[src/rtl/core/drs_pkg.sv]
// ----------------------------------------------------------------------------
// drs_pkg
// shared types and constants of the disk request scheduler
// ----------------------------------------------------------------------------
package drs_pkg;

  localparam int QueueDepth = 16;
  localparam int SlotW      = $clog2(QueueDepth);
  localparam int CountW     = $clog2(QueueDepth + 1);
  localparam int EntryW     = 96;

  typedef logic [1:0] policy_t;
  localparam policy_t POL_FCFS  = 2'd0;
  localparam policy_t POL_SSTF  = 2'd1;
  localparam policy_t POL_LOOK  = 2'd2;
  // unused code, handled as first come first served
  localparam policy_t POL_SPARE = 2'd3;

  localparam logic REQ_ARRIVE   = 1'b0;
  localparam logic REQ_COMPLETE = 1'b1;

  // queue entry as stored in the slot memory
  typedef struct packed {
    logic [15:0] process;
    logic [31:0] address;
    logic [15:0] cylinder;
    logic [15:0] arrival_time;
    logic [15:0] id;
  } entry_t;

  typedef enum logic [2:0] {
    ST_IDLE,
    ST_SCAN,
    ST_MOVE_RD,
    ST_MOVE_WR,
    ST_DONE
  } state_t;

  // per-candidate scan flags
  typedef struct packed {
    logic same_cyl;
    logic in_dir;
    logic [15:0] gap;
  } cand_t;

endpackage

[src/rtl/core/drs_slot_ram.sv]
// ----------------------------------------------------------------------------
// drs_slot_ram
// queue slot memory, one write port and one registered read port
// ----------------------------------------------------------------------------
module drs_slot_ram
  import drs_pkg::*;
(
  input  logic             clk,
  input  logic             we,
  input  logic [SlotW-1:0] waddr,
  input  entry_t           wdata,
  input  logic [SlotW-1:0] raddr,
  output entry_t           rdata
);

  entry_t mem [QueueDepth];

  always_ff @(posedge clk) begin
    if (we) begin
      mem[waddr] <= wdata;
    end
    rdata <= mem[raddr];
  end

endmodule

[src/rtl/core/disk_request_scheduler.sv]
// ----------------------------------------------------------------------------
// disk_request_scheduler
// arrivals: the result is registered through the done state after the item is
// accepted. completions: one slot read per cycle for the scan, then under look
// the last queued entry moves into the chosen slot, and under fcfs/sstf each slot
// after the chosen one is compacted down. one item at a time, next taken after the result.
// synchronous active-low reset clears count, held request and policy;
// slot memory holds no reset state.
// ----------------------------------------------------------------------------
module disk_request_scheduler (
  input  logic         clk,
  input  logic         rst_n,
  input  logic         in_tvalid,
  output logic         in_tready,
  // req_type[0], new_id[16:1], new_arrival_time[32:17], new_cylinder[48:33],
  // new_address[80:49], new_process[96:81], head_position[112:97],
  // scan_up[113], zero pad to 120
  input  logic [119:0] in_tdata,
  output logic         out_tvalid,
  input  logic         out_tready,
  // out_valid[0], out_id[16:1], out_arrival_time[32:17], out_cylinder[48:33],
  // out_address[80:49], out_process[96:81], dropped[97], zero pad to 104
  output logic [103:0] out_tdata,
  input  logic         cfg_psel,
  input  logic         cfg_penable,
  input  logic         cfg_pwrite,
  input  logic [1:0]   cfg_paddr,
  input  logic [31:0]  cfg_pwdata,
  output logic [31:0]  cfg_prdata,
  output logic         cfg_pready
);
  import drs_pkg::*;

  state_t state_r, state_nxt;
  policy_t policy_r;
  logic [CountW-1:0] count_r;
  logic held_valid_r;
  entry_t held_r;
  logic dropped_r;
  logic out_tvalid_r;
  // latched item
  logic up_r;
  logic [15:0] head_r;
  // scan
  logic [CountW-1:0] idx_r;     // slot being requested
  logic rd_pend_r;              // read data valid this cycle
  logic [SlotW-1:0] rd_slot_r;
  logic found_r, best_same_r, best_dir_r;
  logic [SlotW-1:0] best_r;
  logic [15:0] best_dist_r, best_time_r;
  entry_t best_ent_r;
  // move
  logic [CountW-1:0] mv_src_r;

  // ram
  logic ram_we;
  logic [SlotW-1:0] ram_waddr, ram_raddr;
  entry_t ram_wdata, ram_rdata;

  drs_slot_ram u_ram (
    .clk(clk), .we(ram_we), .waddr(ram_waddr), .wdata(ram_wdata),
    .raddr(ram_raddr), .rdata(ram_rdata)
  );

  // config port
  assign cfg_pready = 1'b1;
  assign cfg_prdata = {30'd0, policy_r};
  wire cfg_wr = cfg_psel && cfg_penable && cfg_pwrite && (cfg_paddr == 2'd0);

  wire in_acc = in_tvalid && in_tready;
  assign in_tready = (state_r == ST_IDLE) && !out_tvalid_r;
  assign out_tvalid = out_tvalid_r;

  entry_t in_ent;
  assign in_ent = '{process: in_tdata[96:81], address: in_tdata[80:49],
                    cylinder: in_tdata[48:33], arrival_time: in_tdata[32:17],
                    id: in_tdata[16:1]};

  // candidate evaluation on read data
  cand_t cand;
  logic better;
  always_comb begin
    cand.gap = (ram_rdata.cylinder > head_r) ? ram_rdata.cylinder - head_r
                                             : head_r - ram_rdata.cylinder;
    cand.same_cyl = ram_rdata.cylinder == head_r;
    cand.in_dir = up_r ? (ram_rdata.cylinder > head_r)
                       : (ram_rdata.cylinder < head_r);
    better = 1'b0;
    if (!found_r) begin
      better = 1'b1;
    end else begin
      case (policy_r)
        POL_SSTF: better = (cand.gap < best_dist_r) ||
                           ((cand.gap == best_dist_r) &&
                            (ram_rdata.arrival_time < best_time_r));
        POL_LOOK: begin
          if (cand.same_cyl) begin
            better = !best_same_r || (ram_rdata.arrival_time < best_time_r);
          end else if (best_same_r) begin
            better = 1'b0;
          end else if (cand.in_dir) begin
            better = !best_dir_r || (cand.gap < best_dist_r);
          end else if (best_dir_r) begin
            better = 1'b0;
          end else begin
            better = cand.gap < best_dist_r;
          end
        end
        default: better = ram_rdata.arrival_time < best_time_r;
      endcase
    end
  end

  wire scan_done = !rd_pend_r && (idx_r == count_r);
  wire last_mv = (mv_src_r == count_r);

  // next state
  always_comb begin
    state_nxt = state_r;
    case (state_r)
      ST_IDLE: begin
        if (in_acc) begin
          if (in_tdata[0] == REQ_COMPLETE && count_r != '0) state_nxt = ST_SCAN;
          else state_nxt = ST_DONE;
        end
      end
      ST_SCAN: begin
        if (scan_done) begin
          if (policy_r == POL_LOOK) state_nxt = ST_MOVE_RD;
          else if ({1'b0, best_r} + 1'b1 == count_r) state_nxt = ST_DONE;
          else state_nxt = ST_MOVE_RD;
        end
      end
      ST_MOVE_RD: state_nxt = ST_MOVE_WR;
      ST_MOVE_WR: begin
        if (policy_r == POL_LOOK || last_mv) state_nxt = ST_DONE;
        else state_nxt = ST_MOVE_RD;
      end
      ST_DONE: state_nxt = ST_IDLE;
      default: state_nxt = ST_IDLE;
    endcase
  end

  // memory port control
  always_comb begin
    ram_we = 1'b0;
    ram_waddr = count_r[SlotW-1:0];
    ram_wdata = in_ent;
    ram_raddr = idx_r[SlotW-1:0];
    case (state_r)
      ST_IDLE: begin
        ram_we = in_acc && in_tdata[0] == REQ_ARRIVE && held_valid_r &&
                 (count_r < CountW'(QueueDepth));
      end
      // count is already decremented, so it indexes the last queued entry
      ST_MOVE_RD: ram_raddr = (policy_r == POL_LOOK) ?
                              count_r[SlotW-1:0] : mv_src_r[SlotW-1:0];
      ST_MOVE_WR: begin
        ram_we = 1'b1;
        ram_wdata = ram_rdata;
        ram_waddr = (policy_r == POL_LOOK) ? best_r : SlotW'(mv_src_r - 1'b1);
      end
      default: ;
    endcase
  end

  // control registers
  always_ff @(posedge clk) begin
    if (!rst_n) begin
      state_r <= ST_IDLE;
      policy_r <= POL_FCFS;
      count_r <= '0;
      held_valid_r <= 1'b0;
      held_r <= '0;
      out_tvalid_r <= 1'b0;
      dropped_r <= 1'b0;
      rd_pend_r <= 1'b0;
      found_r <= 1'b0;
    end else begin
      state_r <= state_nxt;
      if (cfg_wr) policy_r <= cfg_pwdata[1:0];
      if (out_tvalid_r && out_tready) out_tvalid_r <= 1'b0;
      case (state_r)
        ST_IDLE: begin
          rd_pend_r <= 1'b0;
          found_r <= 1'b0;
          if (in_acc) begin
            dropped_r <= 1'b0;
            if (in_tdata[0] == REQ_ARRIVE) begin
              if (!held_valid_r) begin
                held_valid_r <= 1'b1;
                held_r <= in_ent;
              end else if (count_r < CountW'(QueueDepth)) begin
                count_r <= count_r + 1'b1;
              end else begin
                dropped_r <= 1'b1;
              end
            end else if (count_r == '0) begin
              held_valid_r <= 1'b0;
              held_r <= '0;
            end
          end
        end
        ST_SCAN: begin
          rd_pend_r <= idx_r != count_r;
          if (rd_pend_r && better) found_r <= 1'b1;
          if (scan_done) begin
            held_valid_r <= 1'b1;
            held_r <= best_ent_r;
            count_r <= count_r - 1'b1;
          end
        end
        ST_DONE: out_tvalid_r <= 1'b1;
        default: ;
      endcase
    end
  end

  // datapath registers
  always_ff @(posedge clk) begin
    case (state_r)
      ST_IDLE: begin
        head_r <= in_tdata[112:97];
        up_r <= in_tdata[113];
        idx_r <= '0;
      end
      ST_SCAN: begin
        if (idx_r != count_r) idx_r <= idx_r + 1'b1;
        rd_slot_r <= idx_r[SlotW-1:0];
        if (rd_pend_r && better) begin
          best_r <= rd_slot_r;
          best_ent_r <= ram_rdata;
          best_dist_r <= cand.gap;
          best_time_r <= ram_rdata.arrival_time;
          best_same_r <= cand.same_cyl;
          best_dir_r <= cand.in_dir;
        end
        // first compaction source is the slot after the chosen one
        if (rd_pend_r && better) mv_src_r <= {1'b0, rd_slot_r} + 1'b1;
        else mv_src_r <= {1'b0, best_r} + 1'b1;
      end
      ST_MOVE_WR: mv_src_r <= mv_src_r + 1'b1;
      default: ;
    endcase
  end

  // result item fields
  assign out_tdata = {6'd0, dropped_r, held_r.process, held_r.address,
                      held_r.cylinder, held_r.arrival_time, held_r.id,
                      held_valid_r};

endmodule
[config.mk]
export PLATFORM = sky130hd
export DESIGN_NAME = disk_request_scheduler
export DESIGN_NICKNAME = d
export VERILOG_FILES = /design/src/rtl/core/drs_pkg.sv /design/src/rtl/core/drs_slot_ram.sv /design/src/rtl/core/disk_request_scheduler.sv
export SDC_FILE = /design/constraint.sdc
export NUM_CORES = 2
export LEC_CHECK = 0
export BUFFER_PORTS_ARGS = -buffer_cell sky130_fd_sc_hd__clkbuf_2
export CORE_AREA = 2 2 388 390
export CTS_BUF_LIST = sky130_fd_sc_hd__clkbuf_2
export DETAILED_ROUTE_END_ITERATION = 12
export DIE_AREA = 0 0 390 392
export PLACE_DENSITY = 0.71
export RECOVER_POWER = 50
export REMOVE_ABC_BUFFERS = 1
export SLEW_MARGIN = 20
export SYNTH_ARGS = -nofsm -noshare
export SYNTH_HDL_FRONTEND = slang
export SYNTH_HIERARCHICAL = 1
export SYNTH_SLANG_ARGS = --single-unit
[constraint.sdc]
create_clock -name clk -period 13.79 [get_ports clk]
set_clock_uncertainty 0.1 [all_clocks]
set_input_delay 1.379 -clock clk [delete_from_list [all_inputs] [get_ports clk]]
set_output_delay 1.379 -clock clk [all_outputs]
set_load 0.02 [all_outputs]
; ---- After elaboration in Yosys (flattened, before gate mapping)
; Memories as Yosys holds them, arrays and structs flattened. A register that Yosys moved wholly into a read port is not among the register bits.
; Index checks and enable logic that the tools add are counted.
[totals]
reg_bits = 260
mem_bits_rw = 1536
input_bits = 161
output_inout_bits = 139
memories = 1
[mem_list]
columns = name, depth, word_bits, read_ports, rd_ports_with_merged_regs, write_ports, line_no
row1 = u_ram.mem, 16, 96, 1, 1, 1, drs_slot_ram.sv:16  ; entry_t mem [QueueDepth];
[classes]
n_addsub = 9
order_cmp = 5
eq_ne = 21
mux = 52
n_bitwise = 1
reduce_logical = 36
[op_table]
columns = op, count
row1 = 96-bit 2-to-1 mux, 6
row2 = 96-bit one-hot mux with 2 select lines, 1
row3 = 16-bit less-than comparator, 3
row4 = 5-bit 2-to-1 mux, 7
row5 = 16-bit equality test, 2
row6 = 16-bit subtractor, 2
row7 = 5-bit one-hot mux with 2 select lines, 3
row8 = 1-bit 2-to-1 mux, 18
row9 = 3-bit 2-to-1 mux, 6
row10 = 16-bit greater-than comparator, 1
row11 = 16-bit 2-to-1 mux, 1
row12 = 4-bit 2-to-1 mux, 4
row13 = 5-bit by 1-bit adder with 5-bit output (second input constant), 3
row14 = 5-bit equality test, 3
row15 = 1-bit logical AND, 13
row16 = 2-bit != test (second input constant), 6
row17 = 3-bit one-hot mux with 4 select lines, 1
row18 = 4-bit by 1-bit adder with 5-bit output (second input constant), 2
row19 = 1-bit one-hot mux with 2 select lines, 5
row20 = 2-bit AND reduction, 5
row21 = 3-bit by 2-bit equality test with 1-bit output (second input constant), 2
row22 = 6-bit AND reduction, 1
row23 = 2-bit nonzero test, 3
row24 = 5-bit logical NOT, 1
row25 = other kinds (19), 25

; ---- Longest topological paths before layout
[logic_depth]
word_depth = 12
ltp_mapped = 22

; ---- Modules after synthesis
; The synthesis kept the hierarchy.
[modules_own_cells]
columns = mod, instances, cells_each, area_per_inst_um2, seq_area_each_um2
row1 = drs_slot_ram, 1, 2460, 59355.7, 48046.1
row2 = disk_request_scheduler, 1, 1578, 14719.1, 6696.4

; ---- Worst setup path after synthesis
; OpenSTA, ideal clock, no wires.
[synth_path]
path_kind = register to register
start = reg, netlist name u_ram/rdata[32]
end = reg best_dir_r (enable)
setup_time_ns = 0.741
t_arrival_ns = 12.081
slack_ns = 0.868
path_stages_with_launch = 22
path_buffers = 1
period_less_slack_ns = 12.922
cell_sequence = dfxtp_1 inv_1 ha_1 inv_1 fa_1 a211oi_1 o211ai_1 a21bo_2 a21o_4 nand2_2 buf_4 mux2i_1 o31ai_1 xor2_1 ha_1 o21ai_0 o21bai_1 a2111oi_0 a21oi_1 o31ai_1 a22oi_1 nor3_1
[synth_rtl]
columns = element, line_no
row1 = "end signal, assigned", disk_request_scheduler.sv:236  ; best_dir_r <= cand.in_dir;
row2 = "end, declared", disk_request_scheduler.sv:48  ; logic found_r, best_same_r, best_dir_r;

; ---- Final worst setup path
[layout_path]
start = reg state_r[0]
end = mem u_ram/mem[7][23] (netlist name) (enable)
[layout_via]
elab_cells_between_ends = 11
[layout_rtl]
columns = element, line_no
row1 = "start, declared", disk_request_scheduler.sv:34  ; state_t state_r, state_nxt;
row2 = "start signal, assigned", disk_request_scheduler.sv:180  ; state_r <= state_nxt;
row3 = 3-bit by 2-bit equality test with 1-bit output, disk_request_scheduler.sv:150  ; case (state_r)
row4 = 4-bit 2-to-1 mux, disk_request_scheduler.sv:150
row5 = via ram_waddr[3], disk_request_scheduler.sv:57  ; logic [SlotW-1:0] ram_waddr, ram_raddr;
row6 = "end, declared", drs_slot_ram.sv:16
; The timed path passes the listed nets, and every way through them passes these cells.

==> metrics.txt <==
Final min period=9.12 ns; 1st-iter DRT viols=4002; Overall Global Routing Usage=0.229; Slew Viols, Final=518; Setup crit end=u_ram/mem[7][23]; pin count of the biggest net entering global routing=150; Hold Crit Start=in_tdata[6]; r2r startpoint=state_r[0]; cells after synthesis=4038; sequential fraction of the synthesis area=0.739; Slew HR=-1.73; clock root buffer=clkbuf_2; dpl cell area=0.0771 sq mm; worst setup path startpoint=state_r[0]; Placer Congestion=0.876; final hold vios=0; Slew @ Worst Pin=4.09 ns; TritonCTS clock tree=built; PortBufs=226; met2 WL=83400 um; CP max FO=59; count leader, synth=edfxtp_1; vias=40569; EDFF count, synth=1685; worst hold path class=in -> reg; # IOs=300; fmax=0.110 GHz; Yosys warning count=6; Netlist Area Pre-Place=0.0741 sq mm; Post-Route WL=175000 um; # rows=142; H-Tree Depth=5; top-area cell type share of the netlist area=0.683; Synth area leaders=edfxtp_1 (68%), mux4_2 (12%), dfxtp_1 (5.6%); P&R area growth vs syn=11.5%; clock transition at the registers of the reported paths=0.11 ns; Pwr Density=157 mW/mm^2; Setup Buffers After CTS=0; Syn Area/Cell=18.3 sq um; Placeable Area=0.149 sq mm; CTS Sinks=1892; R2R Path End=u_ram/mem[7][23]; Via density=5.77; Metal-1 WL=72100 um; layout cells sized above 1=0.265; clock buffer count from CTS=463; crit path launch type=register; fillcell total=11635; gr ovfl total=0; Starting Density=0.498; post-DP HPWL=88700 um; vias in the first global route=41242; fin nets=4945; drt first pass iters=6; Setup Total Neg Slack=0 ns; first-pass GRT wire length=258000 um; antenna violations before repair=8; final worst path period share=0.661; die area=0.153 sq mm; #FFs+latches synth=1892; Die H=392 um; drt wl/cell=24.9 um; Die W=390 um; Residual DRC=0; Clock Path Buffers=4; P_leak=0.0291 uW; Worst Path Class, Setup=reg -> reg; Critical Path AT=10.31 ns; failing checks=max-capacitance violations, max-slew violations; Final ANT Viol Nets=0; worst r2r path cells=8; max layer used=met5; Post-Route Utilization=0.555; internal reg-to-reg setup slack=4.67 ns; Synth Flop Type=edfxtp_1; met3 wire length=16200 um; Worst setup EP type=register; latest clock arrival within the worst-skew pair=1.82 ns; worst endpoint required time=14.99 ns; Setup-failing EPs final=0; Yosys cell types=68; cell taking the most area after synthesis=edfxtp_1; ys async rst share=0; RSZ-0062 raised after global routing=false; max cap viols=10; top cells by count, synth=edfxtp_1 (1685), nand2_1 (471), mux4_2 (384); outcome=finished, violations left; Peak supply drop=0.0000942 V; Final Cell Area=0.0826 sq mm
==> power breakdown <==
group / internal (uW) / switching [uW]
combinational: 1040 / 1470
sequential: 6560 / 170
clock: 1530 / 2170
==> kinds of logic (layout without fill, tap and decap cells) <==
kind of cell / Yosys count / after routing / synth area share
flops: 1892 / 1892 / 0.739
simple gates: 700 / 700 / 0.0433
compound gates: 557 / 557 / 0.0545
mux: 406 / 406 / 0.120
buf+inv: 361 / 1371 / 0.0250
fa+ha+maj: 75 / 75 / 0.0130
xor+xnor: 45 / 45 / 0.00532
other cells: 2 / 45 / 0.000101
==> cell usage in the layout (no fill, tap or decap), drive strengths merged, types with 11 or more instances in the layout <==
| cell type | n |
|---|---|
| nand3b | 18 |
| clkbuf | 960 |
| o211ai | 21 |
| nor3 | 11 |
| a21oi | 132 |
| clkinv | 115 |
| mux2i | 19 |
| dfxtp | 207 |
| nand3 | 12 |
| mux4 | 384 |
| nor3b | 81 |
| o211a | 97 |
| inv | 84 |
| o21ai | 43 |
| nor2b | 15 |
| dlygate4sd3 | 136 |
| nand2 | 472 |
| a22oi | 194 |
| xnor2 | 26 |
| conb | 37 |
| ha | 72 |
| a21o | 23 |
| xor2 | 19 |
| buf | 65 |
| nor2 | 46 |
| edfxtp | 1685 |
==> through the flow <==
| step | power [uW] | setup WS [ns] | std cells | hold WS [ns] |
|---|---|---|---|---|
| 2_1_floorplan | 9690 | -22.91 | 3795 | 0.308 |
| 3_3_place_gp | 9290 | 7.13 | 6049 | 0.311 |
| 3_5_place_dp | 9330 | 7.11 | 6049 | 0.314 |
| 4_1_cts | 13100 | 6.97 | 7024 | 0.00329 |
| 5_1_grt | 13600 | 4.22 | 7034 | 0.0780 |
| 6_report | 12900 | 4.67 | 7035 | 0.255 |
==> worst min path at each step <==
stage                             end  cells past startpoint
finish                u_ram/mem[0][5]                      3
CTS                 u_ram/mem[14][89]                      3
global route               head_r[13]                      2
floorplan               best_ent_r[0]                      0
detailed placement     best_ent_r[66]                      0
global placement       best_ent_r[52]                      0
==> repair_timing <==
action                                 4_1_cts  5_1_grt
gates resized for setup                      0        0
endpoints found under the hold margin     1080        0
hold buffers                               136        0
==> routing by layer <==
layer / GRT usage / up-vias
met5: 0 / -
met4: 0.0687 / 10
met3: 0.0620 / 290
met2: 0.362 / 1916
met1: 0.314 / 20685
li1: - / 17668
==> worst max-delay path, stage by stage, from the launching register on <==
cell	delay, ns
dfxtp_1	0.38
nor2b_1	0.27
nand2_1	0.58
clkbuf_1	2.92
o21ai_0	0.86
nand3b_1	0.61
nor2_4	0.16
clkbuf_1	1.70
buf_4	0.99
==> registers in the layout, indices dropped and copies added (netlist names), 5 cells and up <==
name	flops
idx_r	5
best_ent_r	96
mv_src_r	5
best_dist_r	16
count_r	5
u_ram/mem	1536
head_r	16
u_ram/rdata	96
out_tdata	96
==> cell type report <==
cell class | instances | area, sq um | share of cell area
Sequential cell | 1892 | 54700 | 0.663
Multi-Input combinational cell | 1820 | 17800 | 0.215
Inverter | 83 | 313 | 0.00379
Clock buffer | 712 | 3560 | 0.0431
Clock inverter | 127 | 744 | 0.00901
Antenna cell | 8 | 20.0 | 0.000242
Tap cell | 1944 | 2430 | 0.0294
Timing Repair Buffer | 449 | 3040 | 0.0368
No activity file was read; power rests on OpenSTA's default activity.
